==> src/hw/rtl/lfss_pkg.sv <==
package lfss_pkg;

   localparam int TIME_BITS_DEF = 32;

   localparam logic [11:0] LEN_PULSE  = 12'd2630;
   localparam logic [11:0] LEN_PLAIN  = 12'd1880;
   localparam logic [11:0] PULSE_FROM = 12'd1470;
   localparam logic [11:0] BLINK_FROM = 12'd2220;
   localparam logic [11:0] SKIP_SPAN  = 12'd750;

   localparam logic [7:0] REST_LEVEL = 8'd90;
   localparam logic [7:0] FULL_LEVEL = 8'd255;
   localparam logic [7:0] EYE_BASE   = 8'd220;
   localparam logic [7:0] STEP_LEVEL = 8'd15;

   localparam logic [31:0] MIX_K1 = 32'h7feb352d;
   localparam logic [31:0] MIX_K2 = 32'h846ca68b;

   localparam logic [9:0] CNUM_LAST = 10'd999;

   localparam logic CSR_DEAD_ZONE = 1'b0;
   localparam logic CSR_PULSE_GAP = 1'b1;

   typedef struct packed {
      logic        mode;
      logic [31:0] now_ms;
   } req_type;

   typedef struct packed {
      logic [7:0] eye_level;
      logic [1:0] mouth_level;
      logic [7:0] brightness_applied;
      logic       brightness_written;
      logic       cycle_wrapped;
      logic [9:0] cycle_number;
      logic       pulse_cycle;
   } rsp_type;

   typedef enum logic [2:0] {
      ST_IDLE,
      ST_CHECK,
      ST_WRAP,
      ST_MIX1,
      ST_MIX2,
      ST_MIX3,
      ST_LOOK,
      ST_EMIT
   } state_type;

   typedef struct packed {
      logic capture;
      logic check;
      logic wrap;
      logic mix1;
      logic mix2;
      logic mix3;
      logic look;
      logic emit;
   } cmd_type;

   typedef struct packed {
      logic restart;
      logic wrap;
      logic need_hash;
      logic out_free;
   } status_type;

endpackage

==> src/hw/rtl/lfss_ctrl.sv <==
module lfss_ctrl (
   input  logic                  clock,
   input  logic                  reset,
   input  logic                  req_valid,
   output logic                  req_ready,
   input  lfss_pkg::status_type  status,
   output lfss_pkg::cmd_type     cmd
);

   lfss_pkg::state_type state_ff, state_in;

   always_comb begin
      state_in = state_ff;
      unique case (state_ff)
         lfss_pkg::ST_IDLE: begin
            if (req_valid) state_in = lfss_pkg::ST_CHECK;
         end
         lfss_pkg::ST_CHECK: begin
            priority if (status.restart) state_in = lfss_pkg::ST_EMIT;
            else if (status.wrap) state_in = lfss_pkg::ST_WRAP;
            else state_in = lfss_pkg::ST_LOOK;
         end
         lfss_pkg::ST_WRAP: begin
            state_in = status.need_hash ? lfss_pkg::ST_MIX1 : lfss_pkg::ST_LOOK;
         end
         lfss_pkg::ST_MIX1: state_in = lfss_pkg::ST_MIX2;
         lfss_pkg::ST_MIX2: state_in = lfss_pkg::ST_MIX3;
         lfss_pkg::ST_MIX3: state_in = lfss_pkg::ST_LOOK;
         lfss_pkg::ST_LOOK: state_in = lfss_pkg::ST_EMIT;
         lfss_pkg::ST_EMIT: begin
            if (status.out_free) state_in = lfss_pkg::ST_IDLE;
         end
         default: state_in = lfss_pkg::ST_IDLE;
      endcase
   end

   always_comb begin
      cmd       = '0;
      req_ready = 1'b0;
      unique case (state_ff)
         lfss_pkg::ST_IDLE: begin
            req_ready   = 1'b1;
            cmd.capture = req_valid;
         end
         lfss_pkg::ST_CHECK: cmd.check = 1'b1;
         lfss_pkg::ST_WRAP:  cmd.wrap  = 1'b1;
         lfss_pkg::ST_MIX1:  cmd.mix1  = 1'b1;
         lfss_pkg::ST_MIX2:  cmd.mix2  = 1'b1;
         lfss_pkg::ST_MIX3:  cmd.mix3  = 1'b1;
         lfss_pkg::ST_LOOK:  cmd.look  = 1'b1;
         lfss_pkg::ST_EMIT:  cmd.emit  = status.out_free;
         default: ;
      endcase
   end

   always_ff @(posedge clock) begin
      if (reset) begin
         state_ff <= lfss_pkg::ST_IDLE;
      end else begin
         state_ff <= state_in;
      end
   end

endmodule

==> src/hw/rtl/lfss_dpath.sv <==
module lfss_dpath #(
   parameter int TIME_BITS = lfss_pkg::TIME_BITS_DEF
) (
   input  logic                  clock,
   input  logic                  reset,
   input  lfss_pkg::req_type     req_item,
   input  logic                  rsp_ready,
   output logic                  rsp_valid,
   output lfss_pkg::rsp_type     rsp_item,
   input  logic                  csr_we,
   input  logic                  csr_index,
   input  logic [7:0]            csr_wdata,
   input  lfss_pkg::cmd_type     cmd,
   output lfss_pkg::status_type  status
);

   function automatic logic [1:0] mouth_of(input logic [11:0] d);
      logic [1:0] m;
      priority if (d < 12'd41) m = 2'd1;
      else if (d < 12'd80) m = 2'd2;
      else if (d < 12'd340) m = 2'd3;
      else if (d < 12'd381) m = 2'd2;
      else if (d < 12'd420) m = 2'd1;
      else m = 2'd0;
      return m;
   endfunction

   function automatic logic [7:0] blink_of(input logic [11:0] d);
      logic [7:0] b;
      priority if (d < 12'd21) b = 8'd255;
      else if (d < 12'd41) b = 8'd127;
      else if (d < 12'd170) b = 8'd0;
      else if (d < 12'd190) b = 8'd127;
      else b = 8'd255;
      return b;
   endfunction

   logic [TIME_BITS-1:0] now_ff, now_in;
   logic [TIME_BITS-1:0] start_ff, start_in;
   logic                 mode_ff, mode_in;
   logic                 pulse_ff, pulse_in;
   logic                 long_ff, long_in;
   logic [1:0]           cd_ff, cd_in;
   logic [31:0]          count_ff, count_in;
   logic [9:0]           cnum_ff, cnum_in;
   logic                 wrapped_ff, wrapped_in;
   logic [11:0]          phase_ff, phase_in;
   logic [31:0]          mix_ff, mix_in;
   logic [7:0]           eye_ff, eye_in;
   logic [1:0]           mouth_ff, mouth_in;
   logic [7:0]           bright_ff, bright_in;
   logic [7:0]           last_ff, last_in;
   logic [7:0]           dead_ff, dead_in;
   logic [1:0]           gap_ff, gap_in;
   logic                 rsp_valid_ff, rsp_valid_in;
   lfss_pkg::rsp_type    rsp_ff, rsp_in;

   logic [63:0]          now_wide;
   logic [11:0]          len;
   logic [TIME_BITS-1:0] len_ext;
   logic [TIME_BITS-1:0] t_diff;
   logic                 wrap_hit;
   logic [31:0]          mix_y;
   logic                 hash_bit;
   logic [2:0]           gap_sum;
   logic [11:0]          look;
   logic [11:0]          seg_d;
   logic [10:0]          eye_x7;
   logic [23:0]          eye_prod;
   logic [9:0]           pls_d;
   logic [19:0]          pls_prod;
   logic [4:0]           pls_n;
   logic [7:0]           pls_step;
   logic [7:0]           pls_level;
   logic [7:0]           diff;

   assign now_wide = {32'd0, req_item.now_ms};
   assign len      = long_ff ? lfss_pkg::LEN_PULSE : lfss_pkg::LEN_PLAIN;
   assign len_ext  = {{(TIME_BITS - 12){1'b0}}, len};
   assign t_diff   = now_ff - start_ff;
   assign wrap_hit = (t_diff >= len_ext);

   assign mix_y    = mix_ff ^ (mix_ff >> 15);
   assign hash_bit = mix_ff[0] ^ mix_ff[16];
   assign gap_sum  = {1'b0, gap_ff} + {2'b00, hash_bit};

   assign look = (!pulse_ff && (phase_ff >= lfss_pkg::PULSE_FROM)) ?
                 phase_ff + lfss_pkg::SKIP_SPAN : phase_ff;
   assign seg_d = look - lfss_pkg::PULSE_FROM;

   assign eye_x7   = {3'b000, look[7:0]} * 11'd7;
   assign eye_prod = {13'd0, eye_x7} * 24'd2185;

   assign pls_d     = seg_d[9:0];
   assign pls_prod  = {10'd0, pls_d} * 20'd1311;
   assign pls_n     = pls_prod[19:15];
   assign pls_step  = {3'b000, pls_n} * lfss_pkg::STEP_LEVEL;

   always_comb begin
      priority if (pls_n < 5'd12) pls_level = lfss_pkg::REST_LEVEL + pls_step;
      else if (pls_n < 5'd24)
         pls_level = lfss_pkg::FULL_LEVEL - (pls_step - 8'd180);
      else pls_level = lfss_pkg::REST_LEVEL;
   end

   assign diff = (bright_ff > last_ff) ? bright_ff - last_ff : last_ff - bright_ff;

   assign status.restart   = mode_ff;
   assign status.wrap      = wrap_hit;
   assign status.need_hash = (cd_ff <= 2'd1);
   assign status.out_free  = !rsp_valid_ff || rsp_ready;

   always_comb begin
      now_in       = now_ff;
      start_in     = start_ff;
      mode_in      = mode_ff;
      pulse_in     = pulse_ff;
      long_in      = long_ff;
      cd_in        = cd_ff;
      count_in     = count_ff;
      cnum_in      = cnum_ff;
      wrapped_in   = wrapped_ff;
      phase_in     = phase_ff;
      mix_in       = mix_ff;
      eye_in       = eye_ff;
      mouth_in     = mouth_ff;
      bright_in    = bright_ff;
      last_in      = last_ff;
      dead_in      = dead_ff;
      gap_in       = gap_ff;
      rsp_in       = rsp_ff;
      rsp_valid_in = rsp_valid_ff && !rsp_ready;

      if (csr_we) begin
         unique case (csr_index)
            lfss_pkg::CSR_DEAD_ZONE: dead_in = csr_wdata;
            lfss_pkg::CSR_PULSE_GAP: gap_in  = csr_wdata[1:0];
            default: ;
         endcase
      end

      if (cmd.capture) begin
         mode_in = req_item.mode;
         now_in  = now_wide[TIME_BITS-1:0];
      end

      if (cmd.check) begin
         wrapped_in = 1'b0;
         priority if (mode_ff) begin
            start_in = now_ff;
            pulse_in = 1'b1;
            long_in  = 1'b1;
            cd_in    = 2'd1;
            count_in = '0;
            cnum_in  = '0;
         end else if (wrap_hit) begin
            start_in   = start_ff + len_ext;
            count_in   = count_ff + 32'd1;
            cnum_in    = (cnum_ff == lfss_pkg::CNUM_LAST) ? 10'd0 : cnum_ff + 10'd1;
            wrapped_in = 1'b1;
         end else begin
            phase_in = t_diff[11:0];
         end
      end

      if (cmd.wrap) begin
         phase_in = wrap_hit ? 12'd0 : t_diff[11:0];
         mix_in   = count_ff ^ (count_ff >> 16);
         if (cd_ff > 2'd1) begin
            pulse_in = 1'b0;
            long_in  = 1'b0;
            cd_in    = cd_ff - 2'd1;
         end
      end

      if (cmd.mix1) mix_in = mix_ff * lfss_pkg::MIX_K1;
      if (cmd.mix2) mix_in = mix_y * lfss_pkg::MIX_K2;
      if (cmd.mix3) begin
         pulse_in = 1'b1;
         long_in  = 1'b1;
         cd_in    = (gap_sum > 3'd3) ? 2'd3 : gap_sum[1:0];
      end

      if (cmd.look) begin
         eye_in    = lfss_pkg::FULL_LEVEL;
         mouth_in  = 2'd0;
         bright_in = lfss_pkg::REST_LEVEL;
         priority if (look < 12'd430) begin
            if (look < 12'd150) eye_in = lfss_pkg::EYE_BASE + eye_prod[23:16];
         end else if (look < 12'd890) begin
            mouth_in = mouth_of(look - 12'd430);
         end else if (look < 12'd1010) begin
            mouth_in = 2'd0;
         end else if (look < lfss_pkg::PULSE_FROM) begin
            mouth_in = mouth_of(look - 12'd1010);
         end else if (look < lfss_pkg::BLINK_FROM) begin
            if (pulse_ff) bright_in = pls_level;
         end else begin
            eye_in = blink_of(look - lfss_pkg::BLINK_FROM);
         end
      end

      if (cmd.emit) begin
         rsp_valid_in = 1'b1;
         if (mode_ff) begin
            last_in                    = lfss_pkg::REST_LEVEL;
            rsp_in.eye_level           = lfss_pkg::FULL_LEVEL;
            rsp_in.mouth_level         = 2'd0;
            rsp_in.brightness_applied  = lfss_pkg::REST_LEVEL;
            rsp_in.brightness_written  = 1'b1;
            rsp_in.cycle_wrapped       = 1'b0;
            rsp_in.cycle_number        = '0;
            rsp_in.pulse_cycle         = 1'b1;
         end else begin
            if (diff >= dead_ff) last_in = bright_ff;
            rsp_in.eye_level           = eye_ff;
            rsp_in.mouth_level         = mouth_ff;
            rsp_in.brightness_applied  = (diff >= dead_ff) ? bright_ff : last_ff;
            rsp_in.brightness_written  = (diff >= dead_ff);
            rsp_in.cycle_wrapped       = wrapped_ff;
            rsp_in.cycle_number        = wrapped_ff ? cnum_ff : 10'd0;
            rsp_in.pulse_cycle         = pulse_ff;
         end
      end
   end

   always_ff @(posedge clock) begin
      if (reset) begin
         start_ff     <= '0;
         pulse_ff     <= 1'b1;
         long_ff      <= 1'b0;
         cd_ff        <= 2'd1;
         count_ff     <= '0;
         cnum_ff      <= '0;
         last_ff      <= lfss_pkg::REST_LEVEL;
         dead_ff      <= 8'd3;
         gap_ff       <= 2'd2;
         rsp_valid_ff <= 1'b0;
      end else begin
         start_ff     <= start_in;
         pulse_ff     <= pulse_in;
         long_ff      <= long_in;
         cd_ff        <= cd_in;
         count_ff     <= count_in;
         cnum_ff      <= cnum_in;
         last_ff      <= last_in;
         dead_ff      <= dead_in;
         gap_ff       <= gap_in;
         rsp_valid_ff <= rsp_valid_in;
      end
   end

   always_ff @(posedge clock) begin
      now_ff     <= now_in;
      mode_ff    <= mode_in;
      wrapped_ff <= wrapped_in;
      phase_ff   <= phase_in;
      mix_ff     <= mix_in;
      eye_ff     <= eye_in;
      mouth_ff   <= mouth_in;
      bright_ff  <= bright_in;
      rsp_ff     <= rsp_in;
   end

   assign rsp_valid = rsp_valid_ff;
   assign rsp_item  = rsp_ff;

endmodule

==> src/hw/rtl/led_face_surprise_sequencer_unit.sv <==
// Each accepted item runs through check, then on a cycle wrap the wrap step and, when it
// reloads the pulse countdown through the hash, the mix steps, then lookup and emit;
// a restart goes from check straight to emit, and emit waits while a result is pending.
// The controller sequences one item at a time through the shared datapath.
// Reset (synchronous, active high): cycle anchor and count zero, cycle length 1880,
// countdown and pulse one, brightness 90, dead zone 3, pulse gap 2, no result pending.
module led_face_surprise_sequencer_unit #(
   parameter int TIME_BITS = lfss_pkg::TIME_BITS_DEF
) (
   input  logic               clock,
   input  logic               reset,
   input  logic               req_valid,
   output logic               req_ready,
   input  lfss_pkg::req_type  req_item,
   output logic               rsp_valid,
   input  logic               rsp_ready,
   output lfss_pkg::rsp_type  rsp_item,
   input  logic               csr_we,
   input  logic               csr_index,
   input  logic [7:0]         csr_wdata
);

   lfss_pkg::cmd_type    cmd;
   lfss_pkg::status_type status;

   lfss_ctrl u_ctrl (
      .clock     (clock),
      .reset     (reset),
      .req_valid (req_valid),
      .req_ready (req_ready),
      .status    (status),
      .cmd       (cmd)
   );

   lfss_dpath #(
      .TIME_BITS (TIME_BITS)
   ) u_dpath (
      .clock     (clock),
      .reset     (reset),
      .req_item  (req_item),
      .rsp_ready (rsp_ready),
      .rsp_valid (rsp_valid),
      .rsp_item  (rsp_item),
      .csr_we    (csr_we),
      .csr_index (csr_index),
      .csr_wdata (csr_wdata),
      .cmd       (cmd),
      .status    (status)
   );

`ifndef ASSERT_OFF
   a_one_cmd: assert property (@(posedge clock) disable iff (reset) $onehot0(cmd))
      else $error("more than one datapath command");

   a_cnum_zero: assert property (@(posedge clock) disable iff (reset)
      rsp_valid && !rsp_item.cycle_wrapped |-> rsp_item.cycle_number == 10'd0)
      else $error("cycle number without wrap");

   a_cnum_range: assert property (@(posedge clock) disable iff (reset)
      rsp_valid |-> rsp_item.cycle_number <= lfss_pkg::CNUM_LAST)
      else $error("cycle number out of range");

   a_emit_free: assert property (@(posedge clock) disable iff (reset)
      cmd.emit |-> !rsp_valid || rsp_ready)
      else $error("result overwritten while pending");
`endif

endmodule
==> config.mk <==
export PLATFORM = sky130hd
export DESIGN_NAME = led_face_surprise_sequencer_unit
export DESIGN_NICKNAME = d
export VERILOG_FILES = /design/src/hw/rtl/lfss_pkg.sv /design/src/hw/rtl/lfss_ctrl.sv /design/src/hw/rtl/lfss_dpath.sv /design/src/hw/rtl/led_face_surprise_sequencer_unit.sv
export SDC_FILE = /design/constraint.sdc
export NUM_CORES = 2
export LEC_CHECK = 0
export BUFFER_PORTS_ARGS = -buffer_cell sky130_fd_sc_hd__buf_2
export CORE_AREA = 4 4 271 273
export CTS_BUF_LIST = sky130_fd_sc_hd__clkbuf_16
export CTS_CLUSTER_DIAMETER = 60
export DETAILED_ROUTE_END_ITERATION = 7
export DIE_AREA = 0 0 275 277
export PLACE_DENSITY = 0.74
export SETUP_SLACK_MARGIN = 0.3
export SLEW_MARGIN = 10
export SYNTH_ARGS = -nofsm -noshare
export SYNTH_HDL_FRONTEND = slang
export SYNTH_SLANG_ARGS = --single-unit
export TNS_END_PERCENT = 20
==> constraint.sdc <==
create_clock -name clock -period 9.8 [get_ports clock]
set_input_delay 0.49 -clock clock [delete_from_list [all_inputs] [get_ports clock]]
set_output_delay 0.49 -clock clock [all_outputs]
set_load 0.005 [all_outputs]
==> results.tsv <==
metric	value	unit
critical path required time	10.11	ns
Post-DP HPWL	70.6	mm
Final min period	9.20	ns
most frequent cells after synthesis	inv_1, ha_1, fa_1	
Crit-path slowest cell	fa_2	
sequential fraction of the synthesis area	16.5	%
Iter 0 DRT Violations	1928	
cell area after layout	0.0385	sq mm
Congestion Overflow GR	0	
Critical Path AT	9.51	ns
Layout area overhead	9.11	%
Hold Buf Count CTS	0	
Post-Syn Area	0.0353	sq mm
Setup Viol. Count Final	0	
Vias	26500	
setup TNS	0	ns
Tcrit/Tclk final	93.9	%
critical path class	flip-flop to flip-flop	
clock buffer depth	3	
Final GP Congestion	0.927	
status	completed	
number of global-route vias before repair	26900	
hold crit path type	primary input to flip-flop	
Ant. Diodes	0	
wire length of the first global-routing pass	142	mm
most common cell in the synthesized netlist	inv_1	
Slew Limit Headroom	19.5	%
met2 wire length	41.3	mm
routed metal-1 wirelength	38.1	mm
die width	275	um
Synth top area share	23.1	%
met3 wire length	5.50	mm
Die H	277	um
largest net degree at the start of global routing	57	
clock slew at reported path FFs	0.06	ns
crit path launch type	flip-flop	
I/O Pins	80	
Mapped Cells	3773	
clock latency on the worst-skew pair	0.59	ns
area of the core	0.0711	sq mm
Total GRT Usage	23.0	%
H-tree levels	1	
Fmax achieved	0.109	GHz
Num CTS Buffers	29	
Synth cell types	86	
Final Hold Viols	0	
initial antenna violation count	0	
crit end category	flip-flop	
# clock sinks	227	
Routed WL	87.0	mm
CTS tree	yes	
Ys Warns	0	
clk_skew	0.0438	ns
Via-to-Cell Ratio	5.46	
post-route ant nets	0	
routed len/inst	17.9	um
Post-synth EDFFs	127	
Post-route DRC	0	
# rows	98	
RSZ-0062 raised after global routing	no	
crit path max fanout	13	
root buffer cell	clkbuf_16	
final slew viol count	0	
share of layout cells above drive strength 1	7.74	%
PortBufs	79	
ys async rst share	0	%
max-cap violations	0	
First-pass DRT Iterations	8	
Final Net Count	4940	
Syn Area/Cell	9.34	sq um
Initial Util	49.6	%
max layer used	met4	
die area	0.0762	sq mm
Cell Area, Placed	0.0371	sq mm
Tightest Pin Transition	1.20	ns
Synth area leaders	fa_1, ha_1, edfxtp_1	
Mapped Nets	4835	
area leader, netlist	fa_1	
#FFs+latches synth	227	
Most used DFF post-synth	edfxtp_1	
max incr delay on CP	0.69	ns
==> registers in the layout, summed over array words and instances, names as in the netlist, 10 cells and up, named ones only <==
signal	count
u_dpath.count_ff	32
u_dpath.mix_ff	32
u_dpath.now_ff	32
u_dpath.start_ff	32
u_dpath.rsp_item	31
u_dpath.phase_ff	12
u_dpath.cnum_ff	10
==> metal layers <==
layer,global-route usage (%),vias to the layer above
li1,-,12700
met1,32.0,12900
met2,38.5,806
met3,2.83,128
met4,5.07,0
met5,0,-
==> per-stage QoR <==
| step | cells | hold WS (ns) | utilization [%] | setup slack, ns |
|---|---|---|---|---|
| after global routing | 4851 | 0.0587 | 54.1 | 0.265 |
| final | 4851 | 0.0763 | 54.1 | 0.597 |
| after detailed placement | 4782 | 0.455 | 52.1 | 0.160 |
| after global placement | 4782 | 0.448 | 52.1 | 0.309 |
| after CTS | 4836 | 0.0494 | 53.6 | 0.323 |
| after floorplan | 3773 | 0.436 | - | 0.312 |
==> cell type report <==
type	count	area (sq um)
Inverter	862	3240
Fill cell	6282	32700
Clock inverter	25	303
Sequential cell	227	5820
Tap cell	950	1190
Multi-Input combinational cell	2600	26200
Clock buffer	29	726
Timing Repair Buffer	158	992
==> cells by family after synthesis <==
group	count (synthesis)	share of synthesized area, %
AOI/OAI and AO/OA	687	12.8
xor gates and xnor gates	255	6.37
adders and majority gates	1016	44.7
buffers and inverters	946	10.2
DFF	227	16.5
muxes	22	0.639
and+or+nand+nor	620	8.76
==> what timing repair did <==
action / CTS / global route
endpoints found under the hold margin: 0 / 0
gates resized for setup: 7 / 49
pin swaps: 1 / 19
setup endpoints to repair: 2 / 5
buffers inserted: 0 / 15
==> placed cells by master (no fill, tap or decap), drive strengths merged, types with 22 or more instances in the layout <==
cell,netlist,routed
inv,862,871
ha,608,608
fa,407,407
a21oi,217,217
nand2,183,183
xnor2,180,180
buf,15,158
edfxtp,127,127
nor2,118,118
o21ai,111,111
dfxtp,100,100
xor2,74,74
a21o,68,68
nand3,49,49
nor3,45,45
a211oi,40,40
nand2b,36,36
and2,33,33
o31ai,31,31
clkbuf,69,29
a31oi,28,28
nor2b,27,27
o211ai,22,22
==> worst max-delay path: cells and delay by family (launching register included) <==
family	cells	cell delay, ns
adder cells (fa/ha/maj)	9	3.91
AO/OA/AOI/OAI	11	1.95
buffers and inverters	11	1.27
AND/OR/NAND/NOR	6	0.99
XOR/XNOR	3	0.44
flip-flops	1	0.37
==> path summary, 6_finish.rpt <==
path	startpoint	to	slack, ns	cells past startpoint
max	u_dpath.phase_ff[2]	u_dpath.bright_ff[7]	0.60	40
min	req_item[3]	u_dpath.now_ff[3]	0.08	1
max reg2reg	u_dpath.phase_ff[2]	u_dpath.bright_ff[7]	0.60	40
min reg2reg	u_dpath.dead_ff[7]	u_dpath.dead_ff[7]	0.46	2
Power is not shown: default switching activity piles up to over one toggle a cycle in this logic, so the estimate is an artifact.
